**config.mk**
```make
export PLATFORM = sky130hd
export DESIGN_NAME = postfix_expression_evaluator
export DESIGN_NICKNAME = d
export VERILOG_FILES = /design/src/pfx_pkg.sv /design/src/pfx_ram.sv /design/src/pfx_ctrl.sv /design/src/pfx_dpath.sv /design/src/postfix_expression_evaluator.sv
export SDC_FILE = /design/constraint.sdc
export NUM_CORES = 2
export LEC_CHECK = 0
export BUFFER_PORTS_ARGS = -buffer_cell sky130_fd_sc_hd__clkbuf_2
export CAP_MARGIN = 0
export CELL_PAD_IN_SITES_DETAIL_PLACEMENT = 0
export CELL_PAD_IN_SITES_GLOBAL_PLACEMENT = 1
export CORE_AREA = 5 5 731 371
export CTS_BUF_LIST = sky130_fd_sc_hd__clkbuf_8 sky130_fd_sc_hd__clkbuf_16
export CTS_CLUSTER_DIAMETER = 30
export CTS_CLUSTER_SIZE = 40
export DETAILED_ROUTE_END_ITERATION = 6
export DIE_AREA = 0 0 736 376
export GPL_TIMING_DRIVEN = 0
export PLACE_DENSITY = 0.53
export SLEW_MARGIN = 20
export SYNTH_ARGS = -nofsm -noshare
export SYNTH_HDL_FRONTEND = slang
export SYNTH_SLANG_ARGS = --single-unit
```
**constraint.sdc**
```tcl
create_clock -name clk -period 13.9 [get_ports clk]
set_clock_uncertainty 0.2 [all_clocks]
set_input_delay 2.78 -clock clk [delete_from_list [all_inputs] [get_ports clk]]
set_output_delay 2.78 -clock clk [all_outputs]
set_load 0.02 [all_outputs]
```
**src/pfx_pkg.sv**
```systemverilog
`default_nettype none

package pfx_pkg;

  // result status codes
  localparam logic [2:0] ST_OK      = 3'd0;
  localparam logic [2:0] ST_BADCHAR = 3'd1;
  localparam logic [2:0] ST_UNDER   = 3'd2;
  localparam logic [2:0] ST_OVER    = 3'd3;
  localparam logic [2:0] ST_DIVZERO = 3'd4;
  localparam logic [2:0] ST_EMPTY   = 3'd5;

  // character codes
  localparam logic [7:0] CH_NUL   = 8'h00;
  localparam logic [7:0] CH_SPACE = 8'h20;
  localparam logic [7:0] CH_STAR  = 8'h2A;
  localparam logic [7:0] CH_PLUS  = 8'h2B;
  localparam logic [7:0] CH_MINUS = 8'h2D;
  localparam logic [7:0] CH_SLASH = 8'h2F;
  localparam logic [7:0] CH_ZERO  = 8'h30;
  localparam logic [7:0] CH_NINE  = 8'h39;

  // commands from controller to datapath
  typedef struct packed {
    logic       push;       // push digit of current character
    logic       set_err;    // record error code
    logic [2:0] err_code;
    logic       rd_issue;   // read entry below top of stack
    logic       alu_wr;     // write a+b or a-b to top, pop
    logic       sub;
    logic       mul_start;  // register full product
    logic       mul_fin;    // scale product, write top, pop
    logic       div_start;  // load divider
    logic       div_step;   // one quotient bit
    logic       div_fin;    // sign and saturate quotient, write top, pop
    logic       emit;       // load output word, clear stack and error
  } cmd_t;

  // status from datapath to controller
  typedef struct packed {
    logic full;      // stack holds STACK_DEPTH entries
    logic lt2;       // fewer than two entries
    logic err_any;   // sticky error present
    logic b_zero;    // top of stack is zero
    logic div_last;  // current divider step is the last one
    logic out_busy;  // output word held and not taken this cycle
  } sts_t;

endpackage

`default_nettype wire

```
**src/pfx_ram.sv**
```systemverilog
`default_nettype none

module pfx_ram #(
  parameter int WIDTH = 32,
  parameter int DEPTH = 32
) (
  input  wire logic                     clk,
  input  wire logic                     we,
  input  wire logic [$clog2(DEPTH)-1:0] waddr,
  input  wire logic [WIDTH-1:0]         wdata,
  input  wire logic                     re,
  input  wire logic [$clog2(DEPTH)-1:0] raddr,
  output logic      [WIDTH-1:0]         rdata
);

  logic [WIDTH-1:0] mem [DEPTH];

  // one write port, one registered read port
  always_ff @(posedge clk) begin
    if (we) begin
      mem[waddr] <= wdata;
    end
    if (re) begin
      rdata <= mem[raddr];
    end
  end

endmodule

`default_nettype wire

```
**src/pfx_ctrl.sv**
```systemverilog
`default_nettype none

module pfx_ctrl (
  input  wire logic         clk,
  input  wire logic         rst,
  input  wire logic         in_valid,
  input  wire logic         in_last,
  input  wire logic [7:0]   character,
  output logic              in_ready,
  output pfx_pkg::cmd_t     cmd,
  input  wire pfx_pkg::sts_t sts
);

  import pfx_pkg::*;

  typedef enum logic [2:0] {
    S_IDLE,
    S_FETCH,
    S_MUL,
    S_DIV,
    S_DIVEND,
    S_EMIT
  } state_t;

  typedef enum logic [1:0] {
    OP_ADD,
    OP_SUB,
    OP_MUL,
    OP_DIV
  } op_t;

  state_t state, state_next;
  op_t    op, op_next;
  logic   last, last_next;
  logic   is_digit, is_op, is_skip;
  op_t    dec_op;
  state_t done_state;

  // character decode
  always_comb begin
    is_digit = (character >= CH_ZERO) && (character <= CH_NINE);
    is_skip  = (character == CH_SPACE) || (character == CH_NUL);
    is_op    = 1'b1;
    dec_op   = OP_ADD;
    case (character)
      CH_PLUS:  dec_op = OP_ADD;
      CH_MINUS: dec_op = OP_SUB;
      CH_STAR:  dec_op = OP_MUL;
      CH_SLASH: dec_op = OP_DIV;
      default:  is_op = 1'b0;
    endcase
  end

  assign in_ready   = (state == S_IDLE);
  assign done_state = last ? S_EMIT : S_IDLE;

  // next state and commands
  always_comb begin
    cmd        = '0;
    state_next = state;
    op_next    = op;
    last_next  = last;
    case (state)
      S_IDLE: begin
        if (in_valid) begin
          last_next  = in_last;
          state_next = in_last ? S_EMIT : S_IDLE;
          if (sts.err_any || is_skip) begin
            cmd = '0;
          end else if (is_digit) begin
            if (sts.full) begin
              cmd.set_err  = 1'b1;
              cmd.err_code = ST_OVER;
            end else begin
              cmd.push = 1'b1;
            end
          end else if (is_op) begin
            if (sts.lt2) begin
              cmd.set_err  = 1'b1;
              cmd.err_code = ST_UNDER;
            end else begin
              cmd.rd_issue = 1'b1;
              op_next      = dec_op;
              state_next   = S_FETCH;
            end
          end else begin
            cmd.set_err  = 1'b1;
            cmd.err_code = ST_BADCHAR;
          end
        end
      end
      S_FETCH: begin
        case (op)
          OP_ADD, OP_SUB: begin
            cmd.alu_wr = 1'b1;
            cmd.sub    = (op == OP_SUB);
            state_next = done_state;
          end
          OP_MUL: begin
            cmd.mul_start = 1'b1;
            state_next    = S_MUL;
          end
          OP_DIV: begin
            if (sts.b_zero) begin
              cmd.set_err  = 1'b1;
              cmd.err_code = ST_DIVZERO;
              state_next   = done_state;
            end else begin
              cmd.div_start = 1'b1;
              state_next    = S_DIV;
            end
          end
          default: state_next = done_state;
        endcase
      end
      S_MUL: begin
        cmd.mul_fin = 1'b1;
        state_next  = done_state;
      end
      S_DIV: begin
        cmd.div_step = 1'b1;
        if (sts.div_last) begin
          state_next = S_DIVEND;
        end
      end
      S_DIVEND: begin
        cmd.div_fin = 1'b1;
        state_next  = done_state;
      end
      S_EMIT: begin
        if (!sts.out_busy) begin
          cmd.emit   = 1'b1;
          state_next = S_IDLE;
        end
      end
      default: state_next = S_IDLE;
    endcase
  end

  // state register
  always_ff @(posedge clk) begin
    if (rst) begin
      state <= S_IDLE;
      op    <= OP_ADD;
      last  <= 1'b0;
    end else begin
      state <= state_next;
      op    <= op_next;
      last  <= last_next;
    end
  end

endmodule

`default_nettype wire

```
**src/pfx_dpath.sv**
```systemverilog
`default_nettype none

module pfx_dpath #(
  parameter int STACK_DEPTH = 32,
  parameter int FRAC_BITS   = 16
) (
  input  wire logic          clk,
  input  wire logic          rst,
  input  wire logic [7:0]    character,
  input  wire pfx_pkg::cmd_t cmd,
  output pfx_pkg::sts_t      sts,
  input  wire logic          out_ready,
  output logic               out_valid,
  output logic [31:0]        out_value,
  output logic [2:0]         out_status
);

  import pfx_pkg::*;

  localparam int AW   = $clog2(STACK_DEPTH);
  localparam int CW   = $clog2(STACK_DEPTH + 1);
  localparam int NW   = 32 + FRAC_BITS;
  localparam int DCW  = $clog2(NW);
  localparam logic signed [63:0] MAXV = 64'sd2147483647;
  localparam logic signed [63:0] MINV = -64'sd2147483648;

  function automatic logic [31:0] sat64(input logic signed [63:0] v);
    logic [31:0] r;
    if (v > MAXV) begin
      r = 32'h7FFF_FFFF;
    end else if (v < MINV) begin
      r = 32'h8000_0000;
    end else begin
      r = v[31:0];
    end
    return r;
  endfunction

  logic [CW-1:0]      count;
  logic [2:0]         err;
  logic [31:0]        tos;
  logic [31:0]        rd_data;
  logic signed [63:0] prod;
  logic [NW-1:0]      dnum;
  logic [32:0]        drem;
  logic [31:0]        dmag;
  logic               dneg;
  logic [DCW-1:0]     dcnt;

  logic signed [31:0] a_s, b_s;
  logic [3:0]         digit;
  logic signed [63:0] dig_ext, alu_sum, mul_sh;
  logic [31:0]        amag, bmag;
  logic [32:0]        rsh;
  logic               rfit;
  logic [63:0]        qx;
  logic [31:0]        div_res;
  logic               we;
  logic [AW-1:0]      waddr, raddr;
  logic [CW-1:0]      cnt_m1, cnt_m2;

  assign cnt_m1 = count - CW'(1);
  assign cnt_m2 = count - CW'(2);
  assign waddr  = cnt_m1[AW-1:0];
  assign raddr  = cnt_m2[AW-1:0];
  assign we     = cmd.push && (count != '0);

  // entries below the top of stack; the top lives in tos
  pfx_ram #(
    .WIDTH (32),
    .DEPTH (STACK_DEPTH)
  ) u_ram (
    .clk   (clk),
    .we    (we),
    .waddr (waddr),
    .wdata (tos),
    .re    (cmd.rd_issue),
    .raddr (raddr),
    .rdata (rd_data)
  );

  // operand arithmetic
  always_comb begin
    a_s     = rd_data;
    b_s     = tos;
    digit   = 4'(character - CH_ZERO);
    dig_ext = 64'(digit) <<< FRAC_BITS;
    alu_sum = cmd.sub ? (64'(a_s) - 64'(b_s)) : (64'(a_s) + 64'(b_s));
    mul_sh  = prod >>> FRAC_BITS;
    amag    = a_s[31] ? (32'd0 - rd_data) : rd_data;
    bmag    = b_s[31] ? (32'd0 - tos) : tos;
  end

  // restoring divider step
  always_comb begin
    rsh  = {drem[31:0], dnum[NW-1]};
    rfit = (rsh >= {1'b0, dmag});
  end

  // quotient sign and saturation
  always_comb begin
    qx = 64'(dnum);
    if (!dneg) begin
      div_res = (qx[63:31] != '0) ? 32'h7FFF_FFFF : qx[31:0];
    end else if ((qx[63:32] != '0) || (qx[31] && (qx[30:0] != '0))) begin
      div_res = 32'h8000_0000;
    end else begin
      div_res = 32'd0 - qx[31:0];
    end
  end

  // stack count, error and top of stack
  always_ff @(posedge clk) begin
    if (rst) begin
      count <= '0;
      err   <= ST_OK;
    end else begin
      if (cmd.emit) begin
        count <= '0;
        err   <= ST_OK;
      end else begin
        if (cmd.set_err) begin
          err <= cmd.err_code;
        end
        if (cmd.push) begin
          count <= count + CW'(1);
        end else if (cmd.alu_wr || cmd.mul_fin || cmd.div_fin) begin
          count <= cnt_m1;
        end
      end
    end
  end

  always_ff @(posedge clk) begin
    if (cmd.push) begin
      tos <= sat64(dig_ext);
    end else if (cmd.alu_wr) begin
      tos <= sat64(alu_sum);
    end else if (cmd.mul_fin) begin
      tos <= sat64(mul_sh);
    end else if (cmd.div_fin) begin
      tos <= div_res;
    end
  end

  // multiplier and divider registers
  always_ff @(posedge clk) begin
    if (cmd.mul_start) begin
      prod <= a_s * b_s;
    end
    if (cmd.div_start) begin
      dnum <= NW'(amag) << FRAC_BITS;
      drem <= '0;
      dmag <= bmag;
      dneg <= a_s[31] ^ b_s[31];
      dcnt <= DCW'(NW - 1);
    end else if (cmd.div_step) begin
      drem <= rfit ? (rsh - {1'b0, dmag}) : rsh;
      dnum <= {dnum[NW-2:0], rfit};
      dcnt <= dcnt - DCW'(1);
    end
  end

  // output word register
  always_ff @(posedge clk) begin
    if (rst) begin
      out_valid <= 1'b0;
    end else if (cmd.emit) begin
      out_valid <= 1'b1;
    end else if (out_ready) begin
      out_valid <= 1'b0;
    end
  end

  always_ff @(posedge clk) begin
    if (cmd.emit) begin
      if (err != ST_OK) begin
        out_status <= err;
        out_value  <= '0;
      end else if (count == '0) begin
        out_status <= ST_EMPTY;
        out_value  <= '0;
      end else begin
        out_status <= ST_OK;
        out_value  <= tos;
      end
    end
  end

  // status to controller
  always_comb begin
    sts.full     = (count == CW'(STACK_DEPTH));
    sts.lt2      = (count < CW'(2));
    sts.err_any  = (err != ST_OK);
    sts.b_zero   = (tos == '0);
    sts.div_last = (dcnt == '0);
    sts.out_busy = out_valid && !out_ready;
  end

endmodule

`default_nettype wire

```
**src/postfix_expression_evaluator.sv**
```systemverilog
// channel  | dir | signals                          | contents
// s_axis   | in  | tvalid tready tdata[7:0] tlast   | character, is_last
// m_axis   | out | tvalid tready tdata[39:0]        | result_value, status
//
// digit, space, nul, bad character and any character after an error: handled in S_IDLE as taken
// + and -: S_FETCH, *: S_FETCH then S_MUL, all through the single stack read port
// /: S_FETCH, S_DIV with one quotient bit per cycle in the divider, then S_DIVEND
// a last character then passes through S_EMIT to load the output word, waiting while the old word is held
// rst is synchronous; it empties the stack, clears the error and drops the output valid
// a held output word only stalls the completion of the next last character
`default_nettype none

module postfix_expression_evaluator #(
  parameter int STACK_DEPTH = 32,
  parameter int FRAC_BITS   = 16
) (
  input  wire logic        clk,
  input  wire logic        rst,
  input  wire logic        s_axis_tvalid,
  output logic             s_axis_tready,
  input  wire logic [7:0]  s_axis_tdata,   // [7:0] character
  input  wire logic        s_axis_tlast,   // is_last
  output logic             m_axis_tvalid,
  input  wire logic        m_axis_tready,
  output logic [39:0]      m_axis_tdata    // [31:0] result_value, [34:32] status, [39:35] zero
);

  import pfx_pkg::*;

  cmd_t        cmd;
  sts_t        sts;
  logic [31:0] out_value;
  logic [2:0]  out_status;

  // sequencer
  pfx_ctrl u_ctrl (
    .clk       (clk),
    .rst       (rst),
    .in_valid  (s_axis_tvalid),
    .in_last   (s_axis_tlast),
    .character (s_axis_tdata),
    .in_ready  (s_axis_tready),
    .cmd       (cmd),
    .sts       (sts)
  );

  // stack, arithmetic and output word
  pfx_dpath #(
    .STACK_DEPTH (STACK_DEPTH),
    .FRAC_BITS   (FRAC_BITS)
  ) u_dpath (
    .clk        (clk),
    .rst        (rst),
    .character  (s_axis_tdata),
    .cmd        (cmd),
    .sts        (sts),
    .out_ready  (m_axis_tready),
    .out_valid  (m_axis_tvalid),
    .out_value  (out_value),
    .out_status (out_status)
  );

  assign m_axis_tdata = {5'd0, out_status, out_value};

endmodule

`default_nettype wire

```
==> metrics.md <==
| Metric | Value |
|---|---|
| Status | finished, final reports clean |
| Final wirelength | 393 mm |
| Asr flop ratio synth | 0% |
| Vias per cell | around 5.5 |
| CP peak stage delay | just over 0.9 ns |
| Minimum clock period | about 12 ns |
| RSZ-0062 raised after global routing | no |
| Final hold vios | 0 |
| Count leader, synth | edfxtp_1 |
| Setup CP Type | reg2reg |
| DP Cell Count | ~11,000 |
| Cell family with most CP delay | adder cells |
| Worst EP required | 14.27 ns |
| Max-Cap Viols | 0 |
| Mean post-synth cell area | about 13 um2 |
| Post-synth EDFFs | 1,236 |
| Initial DRC count | 9,319 |
| Global-route wire length before repair | 533 mm |
| Proportion of netlist area held by the largest area contributor | between 40% and 50% |
| Grt ovf | 0 |
| Synth area leader | edfxtp_1 |
| Synth-to-Final Area Change | 17.2% |
| Clock transition at the registers of the reported paths | approximately 0.050 ns |
| Worst-Skew Late Latency | a little under 0.9 ns |
| Fraction of layout instances using a drive strength above 1 | between 10% and 20% |
| Cell mode on critical path | fa_1 |
| Post-synth top cells | edfxtp_1 (1,236), fa_1 (1,083), inv_1 (1,044) |
| Crit path max-delay cell type | ha_1 |
| Core area | around 260,000 um2 |
| DRC | 0 |
| WL per Instance | 34.6 um |
| Initial antenna violation count | 65 |
| CP Launch Type | register |
| Placer Congestion | 1.00 |
| Total CTS buffers | around 220 |
| Root buffer cell | clkbuf_16 |
| Tcrit/Tclk final | roughly nine tenths |
| Post-CTS Resized | 0 |
| Setup total negative slack | 0 ns |
| Worst rel slew slack | 4.23% |
| Syn Inst Count | about 7,000 |
| Die Width | approximately 740 um |
| Number of core rows | 134 |
| Hold Crit Class | reg2reg |
| I/O Buffers | 48 |
| Hold_buf cts | 0 |
| Crit path DAT | 12.85 ns |
| Die span in y | between 300 and 400 um |
| DP Area | between 90,000 and 100,000 um2 |
| Synth warn | 0 |
| Area of the mapped netlist | between 90,000 and 100,000 um2 |
| H-Tree Level Count | 4 |
| Nets@finish | 8,958 |
| ANT nets after route | 0 |
| Post-synthesis cell type count | 90 |
| 1st-pass router iterations | 6 |
| Sequential area share after synthesis | between 40% and 50% |
| Max Clk Rate | about 0.08 GHz |
| Clock sink count | around 1,300 |
| Prevailing post-synth register cell | edfxtp_1 |
| Final max-slew violation count | 0 |
| Synth area leaders | edfxtp_1 (40%), fa_1 (24%), mux4_2 (7.8%), inv_1 (4.3%), and2_1 (3.7%) |
| Crit path buffers/inverters | 7 |
| GRT Total Usage | approximately 28% |
| Setup-failing EPs final | 0 |
| Via Count | 62,600 |
| Post-detail-place hpwl | ~320 mm |
| Vias in the first global route | roughly 60,000 |
| Clock Tree Buf Depth | 4 |
| CTS tree | done |
| IO Pins | 55 |
| Largest net degree at the start of global routing | 36 |
| Final instance area | around 110,000 um2 |
| Initial Util | between 30% and 40% |
| Worst-path fanout max | 17 |
| Die area | 277,000 um2 |
| Setup bufs post-CTS | 0 |
| Flops & latches, synth | between 1,000 and 1,500 |
| Actual slew at the worst max-slew pin | around 1.4 ns |
| Worst Setup End Kind | register |
| Post-Layout Cell Count | between 10,000 and 15,000 |
[flip-flops by register name, indices dropped and copies added (netlist names), 2 cells and up]
signal	count
u_dpath.u_ram.mem	1024
u_dpath.out_value	32
u_dpath.dnum	48
u_ctrl.op	2
u_dpath.out_status	3
u_dpath.count	6
u_dpath.drem	32
u_ctrl.state	3
u_dpath.dmag	32
u_dpath.u_ram.rdata	32
u_dpath.dcnt	6
u_dpath.b_s	32
u_dpath.prod	48
u_dpath.err	3
[worst min-delay path, stage by stage, from the launching register on]
cell,delay [ns]
dfxtp_1,0.32
nand2_1,0.06
a21oi_1,0.05
[cell type report]
class | instances | area, um2
Antenna cell | 42 | 105
Buffer | 432 | 1820
Clock buffer | 229 | 5720
Clock inverter | 183 | 1990
Fill cell | 24800 | 157000
Inverter | 1045 | 3920
Multi-Input combinational cell | 4405 | 48200
Sequential cell | 1306 | 38500
Tap cell | 3536 | 4420
Timing Repair Buffer | 189 | 3050
[routing by layer]
metal | vias to the layer above | part of all wire [%] | GRT usage, % | wire length (um)
li1 | 25200 | - | - | -
met1 | 33400 | 51 | 48.0 | 199000
met2 | 3761 | 31 | 29.3 | 123000
met3 | 280 | 17 | 15.9 | 66700
met4 | 14 | 1.2 | 3.57 | 4730
met5 | - | 0.022 | 0.623 | 87
[cells by family after synthesis]
group | share of synthesized area [%]
other | 0.00408
buffers and inverters | 6.09
xor gates and xnor gates | 1.95
DFF | 41.9
adders and majority gates | 27.1
AOI/OAI and AO/OA | 4.75
muxes | 8.51
and+or+nand+nor | 9.70
[cell usage in the layout (no fill, tap or decap), types with 26 or more instances in the layout]
cell | Yosys | layout
inv_6 | 0 | 31
nor2_1 | 184 | 147
inv_1 | 1044 | 1056
o31ai_1 | 43 | 43
clkbuf_2 | 0 | 146
nand3_1 | 58 | 58
edfxtp_1 | 1236 | 1236
buf_16 | 0 | 36
ha_1 | 259 | 259
or3_1 | 37 | 37
fa_1 | 1083 | 1082
nand2b_1 | 32 | 32
nor3_1 | 47 | 47
dfxtp_1 | 70 | 70
a21oi_1 | 213 | 211
clkbuf_16 | 0 | 228
mux4_2 | 320 | 320
nor2_4 | 0 | 34
nand4_1 | 30 | 30
clkbuf_1 | 362 | 269
clkinvlp_4 | 0 | 26
clkinv_4 | 0 | 32
and2_1 | 541 | 541
xnor2_1 | 118 | 113
xor2_1 | 87 | 85
buf_8 | 0 | 38
bufinv_16 | 0 | 29
nand2_1 | 722 | 722
mux2_2 | 33 | 33
buf_12 | 0 | 58
diode_2 | 0 | 42
o21ai_0 | 195 | 192
a21o_1 | 52 | 52
buf_2 | 12 | 32
[worst paths after layout]
path                                                    start  depth (start not counted)  slack, ns                            end
worst max register to register   u_dpath.b_s[4]$_SDFFCE_PP0P_                         25       1.42     u_dpath.prod[57]$_DFFE_PP_
worst max-delay path             u_dpath.b_s[4]$_SDFFCE_PP0P_                         25       1.42     u_dpath.prod[57]$_DFFE_PP_
worst min register to register  u_dpath.drem[31]$_SDFFE_PP0P_                          2       0.27  u_dpath.drem[31]$_SDFFE_PP0P_
worst min-delay path            u_dpath.drem[31]$_SDFFE_PP0P_                          2       0.27  u_dpath.drem[31]$_SDFFE_PP0P_
[metrics by stage]
stage / hold WS [ns] / worst slack, ns / util (%)
global placement: 0.256 / 0.0221 / 36.5
floorplan: 0.240 / 5.27 / -
CTS: 0.270 / 1.66 / 40.6
detailed placement: 0.262 / 1.70 / 37.7
finish: 0.274 / 1.42 / 40.7
global route: 0.296 / 1.49 / 40.7
Power is not shown: default switching activity piles up to over one toggle a cycle in this logic, so the estimate is an artifact.
